[config.mk]
export PLATFORM = sky130hd
export DESIGN_NAME = scroll_address_register_unit
export DESIGN_NICKNAME = d
export VERILOG_FILES = /design/src/hdl/sar_pkg.sv /design/src/hdl/sar_ctrl.sv /design/src/hdl/sar_datapath.sv /design/src/hdl/scroll_address_register_unit.sv
export SDC_FILE = /design/constraint.sdc
export NUM_CORES = 1
export LEC_CHECK = 0
export BUFFER_PORTS_ARGS = -buffer_cell sky130_fd_sc_hd__buf_2
export CORE_MARGIN = 5
export CORE_UTILIZATION = 40
export DETAILED_ROUTE_END_ITERATION = 8
export PLACE_DENSITY_LB_ADDON = 0.05
export SYNTH_ARGS = -nofsm -noshare
export SYNTH_HDL_FRONTEND = slang
export SYNTH_SLANG_ARGS = --single-unit
[constraint.sdc]
create_clock -name clk -period 5.1 [get_ports clk]
set_input_delay 0.51 -clock clk [delete_from_list [all_inputs] [get_ports clk]]
set_output_delay 0.51 -clock clk [all_outputs]
set_load 0.02 [all_outputs]
[src/hdl/sar_pkg.sv]
`timescale 1ns / 1ps
`default_nettype none
// ----------------------------------------------------------------------------
// sar_pkg: shared types and constants of the scroll address register unit
// Command codes, register offsets, controller state and the command struct.
// ----------------------------------------------------------------------------
package sar_pkg;

	localparam int unsigned AddrW = 15;

	typedef enum logic [1:0] {
		CMD_WRITE   = 2'd0,
		CMD_READ    = 2'd1,
		CMD_COARSEX = 2'd2,
		CMD_INCY    = 2'd3
	} command_t;

	localparam logic [4:0] OFF_CONTROL = 5'h00;
	localparam logic [4:0] OFF_MASK    = 5'h01;
	localparam logic [4:0] OFF_STATUS  = 5'h02;
	localparam logic [4:0] OFF_OAMADDR = 5'h03;
	localparam logic [4:0] OFF_OAMDATA = 5'h04;
	localparam logic [4:0] OFF_SCROLL  = 5'h05;
	localparam logic [4:0] OFF_ADDRESS = 5'h06;
	localparam logic [4:0] OFF_DATA    = 5'h07;
	localparam logic [4:0] OFF_DMA     = 5'h14;

	typedef enum logic {
		ST_EMPTY = 1'b0,
		ST_FULL  = 1'b1
	} ctrl_state_t;

	// controller to datapath
	typedef struct packed {
		logic load;
	} dp_cmd_t;

endpackage : sar_pkg
`default_nettype wire

[src/hdl/sar_ctrl.sv]
`timescale 1ns / 1ps
`default_nettype none
// ----------------------------------------------------------------------------
// sar_ctrl: handshake controller
// Tracks whether the result register holds a word and issues the load command.
// ----------------------------------------------------------------------------
module sar_ctrl (
	input  wire logic            clk,
	input  wire logic            arst_n,
	input  wire logic            in_valid,
	output logic                 in_ready,
	output logic                 out_valid,
	input  wire logic            out_ready,
	output sar_pkg::dp_cmd_t     cmd
);
	import sar_pkg::*;

	ctrl_state_t state_q, state_d;

	// state register
	always_ff @(posedge clk or negedge arst_n) begin
		if (!arst_n) begin
			state_q <= ST_EMPTY;
		end else begin
			state_q <= state_d;
		end
	end

	// next state
	always_comb begin
		state_d = state_q;
		case (state_q)
			ST_EMPTY: begin
				if (in_valid) state_d = ST_FULL;
			end
			ST_FULL: begin
				if (out_ready && !in_valid) state_d = ST_EMPTY;
			end
			default: state_d = ST_EMPTY;
		endcase
	end

	// outputs: a new word may enter whenever the result register is free this cycle
	always_comb begin
		out_valid = 1'b0;
		in_ready  = 1'b1;
		case (state_q)
			ST_EMPTY: begin
				out_valid = 1'b0;
				in_ready  = 1'b1;
			end
			ST_FULL: begin
				out_valid = 1'b1;
				in_ready  = out_ready;
			end
			default: begin
				out_valid = 1'b0;
				in_ready  = 1'b1;
			end
		endcase
		cmd.load = in_valid && in_ready;
	end

endmodule : sar_ctrl
`default_nettype wire

[src/hdl/sar_datapath.sv]
`timescale 1ns / 1ps
`default_nettype none
// ----------------------------------------------------------------------------
// sar_datapath: scroll and register datapath
// Holds the register file and scroll addresses and the result register.
// ----------------------------------------------------------------------------
module sar_datapath (
	input  wire logic                        clk,
	input  wire logic                        arst_n,
	input  wire sar_pkg::dp_cmd_t            cmd,
	input  wire logic [1:0]                  command,
	input  wire logic [4:0]                  reg_offset,
	input  wire logic [7:0]                  write_data,
	output logic [7:0]                       read_data,
	output logic [sar_pkg::AddrW-1:0]        vram_address,
	output logic [sar_pkg::AddrW-1:0]        temp_address,
	output logic [2:0]                       fine_x,
	output logic                             write_toggle,
	output logic [7:0]                       control_value,
	output logic [7:0]                       mask_value
);
	import sar_pkg::*;

	logic [AddrW-1:0] cur_q, tmp_q, cur_d, tmp_d;
	logic [2:0]       finex_q, finex_d;
	logic             toggle_q, toggle_d;
	logic [7:0]       ctrl_q, ctrl_d, mask_q, mask_d;
	logic [7:0]       oamaddr_q, oamaddr_d, oamdata_q, oamdata_d;
	logic [7:0]       data_q, data_d, dma_q, dma_d;
	logic [7:0]       rd_d;
	logic [7:0]       rd_q;
	logic [15:0]      ysum;
	logic [AddrW-1:0] ystep;
	logic [AddrW-1:0] xstep;

	// coarse X step with horizontal nametable flip
	always_comb begin
		if (cur_q[4:0] == 5'h1f) begin
			xstep = (cur_q & 15'h7fe0) ^ 15'h0400;
		end else begin
			xstep = cur_q + 15'd1;
		end
	end

	// Y step: fine Y carries into coarse Y, row 29 flips vertical nametable
	always_comb begin
		ysum = {1'b0, cur_q} + 16'h1000;
		if (ysum[15]) begin
			if (ysum[9:5] == 5'd31) begin
				ystep = ysum[14:0] & 15'h7c1f;
			end else if (ysum[9:5] == 5'd29) begin
				ystep = (ysum[14:0] & 15'h7c1f) ^ 15'h0800;
			end else begin
				ystep = ysum[14:0] + 15'h0020;
			end
		end else begin
			ystep = ysum[14:0];
		end
	end

	// next register state for the current word
	always_comb begin
		cur_d     = cur_q;
		tmp_d     = tmp_q;
		finex_d   = finex_q;
		toggle_d  = toggle_q;
		ctrl_d    = ctrl_q;
		mask_d    = mask_q;
		oamaddr_d = oamaddr_q;
		oamdata_d = oamdata_q;
		data_d    = data_q;
		dma_d     = dma_q;
		rd_d      = 8'h00;
		case (command_t'(command))
			CMD_WRITE: begin
				case (reg_offset)
					OFF_CONTROL: begin
						ctrl_d = write_data;
						tmp_d  = (tmp_q & 15'h73ff) | {3'b000, write_data[1:0], 10'h000};
					end
					OFF_MASK:    mask_d    = write_data;
					OFF_OAMADDR: oamaddr_d = write_data;
					OFF_OAMDATA: oamdata_d = write_data;
					OFF_SCROLL: begin
						if (toggle_q) begin
							tmp_d = (tmp_q & 15'h0c1f) | {write_data[2:0], 2'b00,
								write_data[7:3], 5'h00};
						end else begin
							tmp_d   = (tmp_q & 15'h7fe0) | {10'h000, write_data[7:3]};
							finex_d = write_data[2:0];
						end
						toggle_d = !toggle_q;
					end
					OFF_ADDRESS: begin
						if (toggle_q) begin
							tmp_d = (tmp_q & 15'h7f00) | {7'h00, write_data};
							cur_d = (tmp_q & 15'h7f00) | {7'h00, write_data};
						end else begin
							tmp_d = (tmp_q & 15'h00ff) | {1'b0, write_data[5:0], 8'h00};
						end
						toggle_d = !toggle_q;
					end
					OFF_DATA: data_d = write_data;
					OFF_DMA:  dma_d  = write_data;
					default: ;
				endcase
			end
			CMD_READ: begin
				case (reg_offset)
					OFF_STATUS:  toggle_d = 1'b0;
					OFF_OAMDATA: rd_d     = oamdata_q;
					OFF_DATA:    rd_d     = data_q;
					default: ;
				endcase
			end
			CMD_COARSEX: cur_d = xstep;
			CMD_INCY:    cur_d = ystep;
			default: ;
		endcase
	end

	// architectural state and read result register
	always_ff @(posedge clk or negedge arst_n) begin
		if (!arst_n) begin
			cur_q     <= '0;
			tmp_q     <= '0;
			finex_q   <= '0;
			toggle_q  <= 1'b0;
			ctrl_q    <= '0;
			mask_q    <= '0;
			oamaddr_q <= '0;
			oamdata_q <= '0;
			data_q    <= '0;
			dma_q     <= '0;
			rd_q      <= '0;
		end else if (cmd.load) begin
			cur_q     <= cur_d;
			tmp_q     <= tmp_d;
			finex_q   <= finex_d;
			toggle_q  <= toggle_d;
			ctrl_q    <= ctrl_d;
			mask_q    <= mask_d;
			oamaddr_q <= oamaddr_d;
			oamdata_q <= oamdata_d;
			data_q    <= data_d;
			dma_q     <= dma_d;
			rd_q      <= rd_d;
		end
	end

	// state registers double as the result word; they only change on a load
	assign read_data     = rd_q;
	assign vram_address  = cur_q;
	assign temp_address  = tmp_q;
	assign fine_x        = finex_q;
	assign write_toggle  = toggle_q;
	assign control_value = ctrl_q;
	assign mask_value    = mask_q;

endmodule : sar_datapath
`default_nettype wire

[src/hdl/scroll_address_register_unit.sv]
`timescale 1ns / 1ps
`default_nettype none
// Latency: a result word is valid in the cycle after its command word is accepted.
// Throughput: one word per cycle; in_ready drops only while a result waits on out_ready.
// The whole update is one pass of shallow bit-field logic into the state registers.
// Reset: arst_n clears all scroll, register and handshake state to zero at once.
// ----------------------------------------------------------------------------
// scroll_address_register_unit: video chip scroll address registers
// Register writes and reads, coarse X and Y increments of the VRAM address.
// ----------------------------------------------------------------------------
module scroll_address_register_unit (
	input  wire logic                   clk,
	input  wire logic                   arst_n,
	input  wire logic                   in_valid,
	output logic                        in_ready,
	input  wire logic [1:0]             command,
	input  wire logic [4:0]             reg_offset,
	input  wire logic [7:0]             write_data,
	output logic                        out_valid,
	input  wire logic                   out_ready,
	output logic [7:0]                  read_data,
	output logic [sar_pkg::AddrW-1:0]   vram_address,
	output logic [sar_pkg::AddrW-1:0]   temp_address,
	output logic [2:0]                  fine_x,
	output logic                        write_toggle,
	output logic [7:0]                  control_value,
	output logic [7:0]                  mask_value
);
	import sar_pkg::*;

	dp_cmd_t cmd;

	// handshake controller
	sar_ctrl u_ctrl (
		.clk       (clk),
		.arst_n    (arst_n),
		.in_valid  (in_valid),
		.in_ready  (in_ready),
		.out_valid (out_valid),
		.out_ready (out_ready),
		.cmd       (cmd)
	);

	// register datapath
	sar_datapath u_dp (
		.clk           (clk),
		.arst_n        (arst_n),
		.cmd           (cmd),
		.command       (command),
		.reg_offset    (reg_offset),
		.write_data    (write_data),
		.read_data     (read_data),
		.vram_address  (vram_address),
		.temp_address  (temp_address),
		.fine_x        (fine_x),
		.write_toggle  (write_toggle),
		.control_value (control_value),
		.mask_value    (mask_value)
	);

endmodule : scroll_address_register_unit
`default_nettype wire

## Yosys cells after proc, flatten, opt, wreduce, memory -nomap -nowiden

Index checks and enable logic that the tools add are counted.

- Add/sub/neg operators: 3
- $mul: 0
- Div/mod/pow operators: 0
- Magnitude comparators: 0
- Eq/ne operators: 17
- Shift-type cells: 0
- Muxes and demuxes: 20
- Bitwise logic cells: 9
- Reduce and logical (&&, ||, !) cells: 19

Operators by type and width:

| kind | count |
|---|---|
| 15-bit 2-to-1 mux | 8 |
| 15-bit case mux with 3 select lines | 2 |
| 5-bit by 3-bit == test with 1-bit output, second input constant | 4 |
| 15-bit by 13-bit adder with 16-bit output, second input constant | 1 |
| 8-bit case mux with 2 select lines | 1 |
| 15-bit by 1-bit adder with 15-bit output, second input constant | 1 |
| 15-bit by 6-bit adder with 15-bit output, second input constant | 1 |
| 5-bit == test, second input constant | 3 |
| 12-bit by 15-bit bitwise OR with 15-bit output | 1 |
| 15-bit by 12-bit bitwise OR with 15-bit output | 1 |
| 15-bit by 5-bit bitwise OR with 15-bit output | 1 |
| 15-bit by 8-bit bitwise OR with 15-bit output | 1 |
| 3-bit AND reduction | 5 |
| 8-bit by 14-bit bitwise OR with 14-bit output | 1 |
| 4-bit AND reduction | 3 |
| 8-bit 2-to-1 mux | 1 |
| 1-bit case mux with 2 select lines | 4 |
| 2-bit inequality test, second input constant | 3 |
| 3-bit nonzero test | 2 |
| 5-bit by 1-bit == test with 1-bit output, second input constant | 1 |
| 5-bit by 2-bit == test with 1-bit output, second input constant | 1 |
| 5-bit logical NOT | 1 |
| 5-bit AND reduction | 1 |
| 2-bit == test, second input constant | 2 |
| 9 further kinds | 18 |

- Bits in registers: 75
- Latch bits: 0
- RAM bits: 0
- ROM bits: 0
- Input port bits: 19
- Memories kept: 0

## Depth between registers and ports, before layout

Gate-level depths: netlist (run 1).

- Depth after elaboration: 6
- Depth in mapped cells: 9

## Modules after synthesis

From an unflattened synthesis (run 1), not the netlist that was laid out.

- Cell total of the unflattened synthesis: 411
- Area, all modules: 4134.0 µm²

Modules (own cells, without submodules):

| module | times used | cells each | area an instance (µm²) |
|---|---|---|---|
| sar_datapath | 1 | 407 | 4080.2 |
| sar_ctrl | 1 | 4 | 53.8 |

## Least setup slack after synthesis (run 1)

No wires, ideal clock.

- Path kind: register -> register
- Start: reg u_dp.cur_q[5], in the netlist u_dp.vram_address[5]
- End: reg u_dp.cur_q[11], in the netlist u_dp.vram_address[11]
- Arrival time: 2.448 ns
- Required time: 5.017 ns
- Path slack: 2.569 ns
- Stages on the path, launching flop included: 9
- Path buffers: 1
- Clock period less this slack: 2.531 ns
- Cell sequence: dfrtp_1 ha_1 and3_1 clkbuf_1 ha_1 or4_4 a221oi_1 a41oi_1 o22ai_1

- Word-level cells in the longest chain between the ends: 6

Ends and longest elaborated chain:

| item | RTL line | text |
|---|---|---|
| start, declared | sar_datapath.sv:24 | `logic [AddrW-1:0] cur_q, tmp_q, cur_d, tmp_d;` |
| start signal, assigned | sar_datapath.sv:137 | `cur_q <= cur_d;` |
| 15-bit by 13-bit adder with 16-bit output | sar_datapath.sv:47 | `ysum = {1'b0, cur_q} + 16'h1000;` |
| 15-bit by 6-bit adder with 15-bit output, or another cell as far along | sar_datapath.sv:54 | `ystep = ysum[14:0] + 15'h0020;` |
| 15-bit 2-to-1 mux | sar_datapath.sv:51 | `end else if (ysum[9:5] == 5'd29) begin` |
| 15-bit 2-to-1 mux | sar_datapath.sv:49 | `if (ysum[9:5] == 5'd31) begin` |
| 15-bit 2-to-1 mux | sar_datapath.sv:48 | `if (ysum[15]) begin` |
| 15-bit case mux with 3 select lines * | sar_datapath.sv:74 | `case (command_t'(command))` |

Every way passes the cells marked *; elsewhere a longest branch is shown, timed or not. The select of a mux whose other input is x is not followed.
A chain may end at the register's enable or synchronous reset.

## Worst setup path after layout (run 1)

Same ends and word-level chain as after synthesis.

==> results of run 1 <==
-- per-stage QoR --
step / hold slack (ns) / util, % / instances
CTS: 0.338 / 47.0 / 627
floorplan: 0.214 / - / 425
global placement: 0.458 / 45.1 / 611
global route: 0.377 / 47.0 / 627
detailed placement: 0.464 / 45.1 / 611
finish: 0.299 / 47.0 / 627
-- report_power, final --
group          leakage [nW]  switching (W)  internal (W)
clock network        0.0950       0.000246      0.000232
registers             0.993      0.0000823      0.000649
logic                  1.19       0.000206      0.000124
-- kinds of logic (layout without fill, tap and decap cells) --
| group | after synthesis | in the layout |
|---|---|---|
| AOI/OAI and AO/OA | 125 | 125 |
| xor gates and xnor gates | 8 | 8 |
| adders and majority gates | 7 | 7 |
| muxes | 36 | 36 |
| DFF | 75 | 75 |
| and+or+nand+nor | 134 | 134 |
| buffers and inverters | 40 | 106 |
-- synthesized netlist by cell type (2+ instances only) --
| library cell | count | area [sq um] |
|---|---|---|
| dfrtp_1 | 75 | 1880 |
| mux2_2 | 36 | 405 |
| nand2_1 | 33 | 124 |
| a21oi_1 | 27 | 135 |
| nor2_1 | 23 | 86.3 |
| o21ai_0 | 22 | 110 |
| clkbuf_1 | 20 | 75.1 |
| nand3_1 | 20 | 100 |
| o31ai_1 | 16 | 120 |
| inv_1 | 12 | 45.0 |
| a22oi_1 | 11 | 82.6 |
| a22o_1 | 10 | 87.6 |
| nor3_1 | 9 | 45.0 |
| a221oi_1 | 7 | 61.3 |
| ha_1 | 7 | 87.6 |
| and3_1 | 6 | 37.5 |
| nand4_1 | 6 | 37.5 |
| xnor2_1 | 6 | 52.6 |
| a31oi_1 | 5 | 31.3 |
| and4_1 | 5 | 43.8 |
| a21o_1 | 4 | 30.0 |
| and2_1 | 4 | 25.0 |
| nor4_1 | 4 | 25.0 |
| a41oi_1 | 3 | 26.3 |
| buf_1 | 3 | 11.3 |
| buf_2 | 3 | 15.0 |
| nand3b_1 | 3 | 22.5 |
| nor3b_1 | 3 | 22.5 |
| o211ai_1 | 3 | 22.5 |
| o221ai_1 | 3 | 26.3 |
| o22ai_1 | 3 | 18.8 |
| and3b_1 | 2 | 17.5 |
| clkbuf_2 | 2 | 10.0 |
| nand2b_1 | 2 | 12.5 |
| nor2b_1 | 2 | 12.5 |
| xor2_1 | 2 | 17.5 |
-- area by class of cell --
cell class / count / area [sq um]
flip-flops and latches: 75 / 1880
repair buffers: 78 / 393
well taps: 136 / 170
inverters: 12 / 45.0
fillers: 1015 / 5440
clock buffers: 10 / 128
multi-input cells: 310 / 2150
clock inverters: 6 / 73.8
-- path summary, 6_finish.rpt --
path / start / to / cells after the start
setup / recovery: u_dp.vram_address[5]$_DFFE_PN0P_ / u_dp.vram_address[11]$_DFFE_PN0P_ / 7
hold / removal: arst_n / u_dp.read_data[3]$_DFFE_PN0P_ / 1
setup reg to reg: u_dp.vram_address[5]$_DFFE_PN0P_ / u_dp.vram_address[11]$_DFFE_PN0P_ / 7
hold reg to reg: u_dp.read_data[7]$_DFFE_PN0P_ / u_dp.read_data[7]$_DFFE_PN0P_ / 2
max in group asynchronous: arst_n / u_dp.vram_address[7]$_DFFE_PN0P_ / 1
min in group clk: in_valid / u_ctrl.state_q$_DFF_PN0_ / 2
-- routing by layer --
| metal | wire length (um) | global-route usage [%] | vias to the layer above |
|---|---|---|---|
| met5 | 0 | 0 | - |
| met4 | 179 | 6.01 | 0 |
| met3 | 774 | 4.31 | 17 |
| met2 | 5270 | 28.9 | 122 |
| met1 | 5910 | 29.9 | 1795 |
| li1 | - | - | 1734 |
-- worst reg2reg max path, delay by kind of cell (launching register included) --
kind            cells  cell delay [ns]
compound gates      3             0.68
fa+ha+maj           2             0.59
flops               1             0.48
simple gates        2             0.86
==> metrics.md, run 1 <==
| Metric | Value |
|---|---|
| Multiplexer share of the synthesized area | `roughly a tenth` |
| Worst path cell trace | `ha_1, and3_1, ha_1, or4_4, a221oi_1, a41oi_1, o22ai_1` |
| Synth Cell Area | `4180 sq um` |
| Xor/xnor share of the synthesized area | `under 10%` |
| Port Buffers | `78` |
| First-pass GRT wire length | `around 20000 um` |
| Die width | `roughly 110 um` |
| Synth Area in Simple Gates | `roughly 18%` |
| Peak supply drop | `around 150 uV` |
| Startpoint Class | `flip-flop` |
| Routed WL per cell | `between 15 and 20 um` |
| Power Density | `318 nW/um^2` |
| Cell leakage power | `2.28 nW` |
| Crit path largest cell delay | `roughly 0.60 ns` |
| Largest family of logic cells by synthesized area | `compound AO/OA/AOI/OAI gates` |
| CP top delay family | `simple AND/OR/NAND/NOR gates` |
| Crit path kind | `reg2reg` |
| Post-Syn Area per Cell | `~9.8 sq um` |
| Commonest non-fill, non-tap cells in the layout | `buf_2, dfrtp_1, mux2_2` |
| H-tree level count | `3` |
| Peak Freq | `around 370 MHz` |
| Hold buffer count at CTS | `0` |
| DIE AREA | `roughly 13000 sq um` |
| Residual DRC count | `0` |
| Layout overhead on the synthesized area | `15.6%` |
| Setup-failing EPs final | `0` |
| Clk slew on worst S/H paths | `roughly 0.090 ns` |
| TritonCTS buffer count | `9` |
| Worst Clk Skew | `about 0.0097 ns` |
| Most common cell on crit path | `ha_1` |
| Worst-Margin Slew | `0.998 ns` |
| Routability Congestion | `0.892` |
| Remaining global-route overflow | `0` |
| Worst path arrival time | `about 3.0 ns` |
| Clk root buf | `clkbuf_8` |
| Antenna violations before repair | `0` |
| CTS tree | `built` |
| Vias/cell | `about 5.9` |
| Worst Slack Setup Final | `about 2.4 ns` |
| IO Count | `79` |
| Pre-CTS setup slack | `between 2 and 2.5 ns` |
| CTS Sinks | `75` |
| Hold Crit Class | `in2async` |
| Bufs and invs on worst path | `0` |
| Nets@finish | `around 510` |
| Rows | `37` |
| Most common cell after layout, fill and taps aside | `buf_2` |
| Detailed Routing Iterations Pass 1 | `5` |
| Post-CTS Setup Inserts | `0` |
| Routed WL | `between 10000 and 15000 um` |
| Pwr Total | `0.00154 W` |
| Share of cells above drive strength 1 | `a little over a quarter` |
| Gate Count Post-Synth | `around 430` |
| Post-route minimum period | `2.68 ns` |
| Worst setup EP type | `flip-flop` |
| Largest net degree at the start of global routing | `76` |
| DP HPWL | `around 8400 um` |
| CTS Buffer Depth | `2` |
| Ys Warns | `0` |
| Complex-gate fraction of the synthesized area | `between 20 and 25%` |
| Number of routed nets with antenna violations | `0` |
| Final instance area | `roughly 4800 sq um` |
| Ys async rst share | `100%` |
| Placed instance area | `approximately 4600 sq um` |
| Critical Path Slowest Stage Cell | `or4_4` |
| Adder-cell area share of the yosys netlist | `2.09%` |
| Core area | `10300 sq um` |
| Synth cell types | `59` |
| Crit path max fanout | `8` |
| Max-Cap Viols | `0` |
| CTS resizes | `0` |
| Post-synth EDFFs | `0` |
| Most common flop cell mapped by yosys | `dfrtp_1` |
| CP required | `roughly 5.4 ns` |
| Register bit count reported by yosys | `75` |
| R2R Setup Slk | `~2.4 ns` |
| DRT iter0 DRCs | `around 200` |
| Status | `completed` |
| Antenna diodes | `0` |
| Final Hold Fails | `0` |
| Setup_tns | `0 ns` |
| Number of global-route vias before repair | `between 3000 and 4000` |
| Slew Limit Fails | `0` |
| Part of the cycle the worst path needs | `between 50% and 60%` |
| Sequential fraction of the synthesis area | `between 40 and 50%` |
| Slew margin rel. | `around 33%` |
| Clk Latency, worst-skew pair | `roughly 0.36 ns` |
| Via Count | `between 3000 and 4000` |
| Synthesized Nets | `~450` |
| RSZ-0062 raised after global routing | `false` |
| Tot GR Track Use | `between 10% and 20%` |
| Die Ht | `about 110 um` |
| Initial Util | `around two fifths` |
No activity file was read; power rests on OpenSTA's default activity.
==> inputs of run 2 (changes only) <==
- clock period: 5.1 -> 2.3 ns (I/O delays scaled with it)
==> metrics.md, run 2 (synthesized netlist as in run 1, its figures left out) <==
| Metric | Value |
|---|---|
| Status | `completed` |
| Clk Latency, worst-skew pair | `0.35 ns (about the same)` |
| Routed WL per cell | `18.9 um (-2.2%)` |
| Tot GR Track Use | `20.2% (+0.25 points)` |
| Clk slew on worst S/H paths | `0.08 ns (about the same)` |
| Slew Limit Fails | `0 (unchanged)` |
| Critical path origin | `u_dp.vram_address[5]$_DFFE_PN0P_` |
| Final Hold Fails | `0 (unchanged)` |
| Placed Cells | `642 (+5.1%)` |
| CTS Buffer Depth | `2 (unchanged)` |
| Post-route minimum period | `2.21 ns (-0.476 ns)` |
| Initial Util | `40.7% (unchanged)` |
| R2R depth | `7 (unchanged)` |
| Grt met1 use | `29.0% (-0.85 points)` |
| CP required | `2.57 ns (-2.80 ns)` |
| Commonest non-fill, non-tap cells in the layout | `buf_2, dfrtp_1, mux2_2` |
| Routed WL | `12500 um (+2.7%)` |
| Number of global-route vias before repair | `3709 (+4.2%)` |
| Post-CTS Setup Inserts | `0 (unchanged)` |
| CTS tree | `built` |
| Routability Congestion | `0.912 (+2.2%)` |
| Largest net degree at the start of global routing | `31 (-59%)` |
| Crit path kind | `reg2reg` |
| Die width | `112 um (unchanged)` |
| Layout overhead on the synthesized area | `22.9%` |
| DRT iter0 DRCs | `207 (+2.0%)` |
| Worst path arrival time | `2.48 ns (-0.48 ns)` |
| Hold Crit Class | `in2reg` |
| R2R Setup Slk | `0.09 ns (-2.32 ns)` |
| H-tree level count | `3 (unchanged)` |
| Cell leakage power | `2.43 nW (+6.8%)` |
| Remaining global-route overflow | `0 (unchanged)` |
| Worst setup EP type | `flip-flop` |
| Antenna diodes | `0 (unchanged)` |
| Number of routed nets with antenna violations | `0 (unchanged)` |
| CTS Sinks | `75 (unchanged)` |
| Crit path max fanout | `7 (-1)` |
| Part of the cycle the worst path needs | `96.0% (+43 points)` |
| CP endpoint | `u_dp.vram_address[11]$_DFFE_PN0P_` |
| Crit Reg-Reg Startpoint | `u_dp.vram_address[5]$_DFFE_PN0P_` |
| Setup-failing EPs final | `0 (unchanged)` |
| First-pass GRT wire length | `20300 um (+0.86%)` |
| Peak supply drop | `344 uV (+130%)` |
| Antenna violations before repair | `0 (unchanged)` |
| Residual DRC count | `0 (unchanged)` |
| Slew margin rel. | `55.8% (+22 points)` |
| Die Ht | `112 um (unchanged)` |
| Via Count | `3758 (+2.5%)` |
| Grt met3 use | `4.47% (+0.16 points)` |
| Detailed Routing Iterations Pass 1 | `5 (unchanged)` |
| Share of cells above drive strength 1 | `33.7% (+6.2 points)` |
| Nets@finish | `544 (+6.3%)` |
| GR Layer Usage met2 | `30.6% (+1.7 points)` |
| Worst Clk Skew | `0.00684 ns (-0.00290 ns)` |
| Worst-Margin Slew | `0.660 ns (-0.338 ns)` |
| Setup_tns | `0 ns (unchanged)` |
| RSZ-0062 raised after global routing | `false` |
| Port Buffers | `78 (unchanged)` |
| Vias/cell | `5.71 (-2.4%)` |
| IO Count | `79 (unchanged)` |
| Startpoint Class | `flip-flop` |
| Max-Cap Viols | `0 (unchanged)` |
| Rows | `37 (unchanged)` |
| DIE AREA | `12600 sq um (unchanged)` |
| Reg-to-reg critical path endpoint | `u_dp.vram_address[11]$_DFFE_PN0P_` |
| Power Density | `680 nW/um^2 (+110%)` |
| Most common cell after layout, fill and taps aside | `buf_2` |
| Core area | `10300 sq um (unchanged)` |
| Layout Cells excl Fill | `658 (+4.9%)` |
| TritonCTS buffer count | `9 (unchanged)` |
| Busiest grt layer | `met2` |
| DP HPWL | `9030 um (+8.1%)` |
| Peak Freq | `453 MHz (+22%)` |
| Clk root buf | `clkbuf_8` |
run 2: changes by cell type in the layout (fill, tap and decap cells not counted), sizes merged:
cell and delta:
clkbuf +2, buf +31, clkinvlp -2, dlygate4sd3 +1
inv -1
run 2: worst max-delay path: stages (launching register included):
cell and delay (ns):
dfrtp_2 0.41, buf_4 0.16, ha_1 0.23, and4_1 0.18, or4_4 0.57, a221oi_4 0.30
a41oi_2 0.13, o22ai_1 0.16
run 2: how the worst min path moves through the flow:
stage	from	end	slack [ns]	depth (start not counted)
floorplan	arst_n	async pin	-0.07	0
global placement	arst_n	u_dp.read_data[4]$_DFFE_PN0P_	0.19	1
detailed placement	arst_n	u_dp.read_data[2]$_DFFE_PN0P_	0.19	1
CTS	in_valid	u_ctrl.state_q$_DFF_PN0_	0.12	2
global route	in_valid	u_ctrl.state_q$_DFF_PN0_	0.13	2
finish	in_valid	u_ctrl.state_q$_DFF_PN0_	0.14	2
run 2: final cells by class:
cell class	count	area, sq um
Sequential cell	75	1880
Fill cell	1003	5140
Clock inverter	3	47.5
Inverter	12	45.0
Clock buffer	12	145
Timing Repair Buffer	110	636
Multi-Input combinational cell	310	2210
Tap cell	136	170
run 2: per-layer routing:
| metal | part of all wire (%) | vias to the layer above |
|---|---|---|
| li1 | - | 1798 |
| met1 | 48 | 1836 |
| met3 | 5.4 | 19 |
| met2 | 45 | 105 |
| met4 | 2.0 | 0 |
| met5 | 0 | - |
run 2: power breakdown:
part	leakage, nW	internal [W]	switching, W
sequential	0.989	0.00144	0.000113
combinational	1.35	0.000355	0.000555
clock	0.0970	0.000532	0.000496
total	2.43	0.00233	0.00116
run 2: stage by stage:
| stage | setup slack, ns | area, sq um | util [%] | power, W | hold WS (ns) |
|---|---|---|---|---|---|
| 3_3_place_gp | 0.107 | 4890 | 47.6 | 0.00247 | 0.189 |
| 2_1_floorplan | -0.0171 | 4210 | - | 0.00210 | -0.0656 |
| 5_1_grt | 0.00665 | 5140 | 50.0 | 0.00369 | 0.133 |
| 6_report | 0.0921 | 5140 | 50.0 | 0.00350 | 0.144 |
| 3_5_place_dp | 0.0685 | 4890 | 47.6 | 0.00248 | 0.195 |
| 4_1_cts | 0.0481 | 5090 | 49.6 | 0.00352 | 0.123 |
run 2: what timing repair did:
action | CTS | global route
setup endpoints to repair | 0 | 7
gates resized for setup | 0 | 6
hold buffers | 1 | 0
endpoints found under the hold margin | 27 | 0
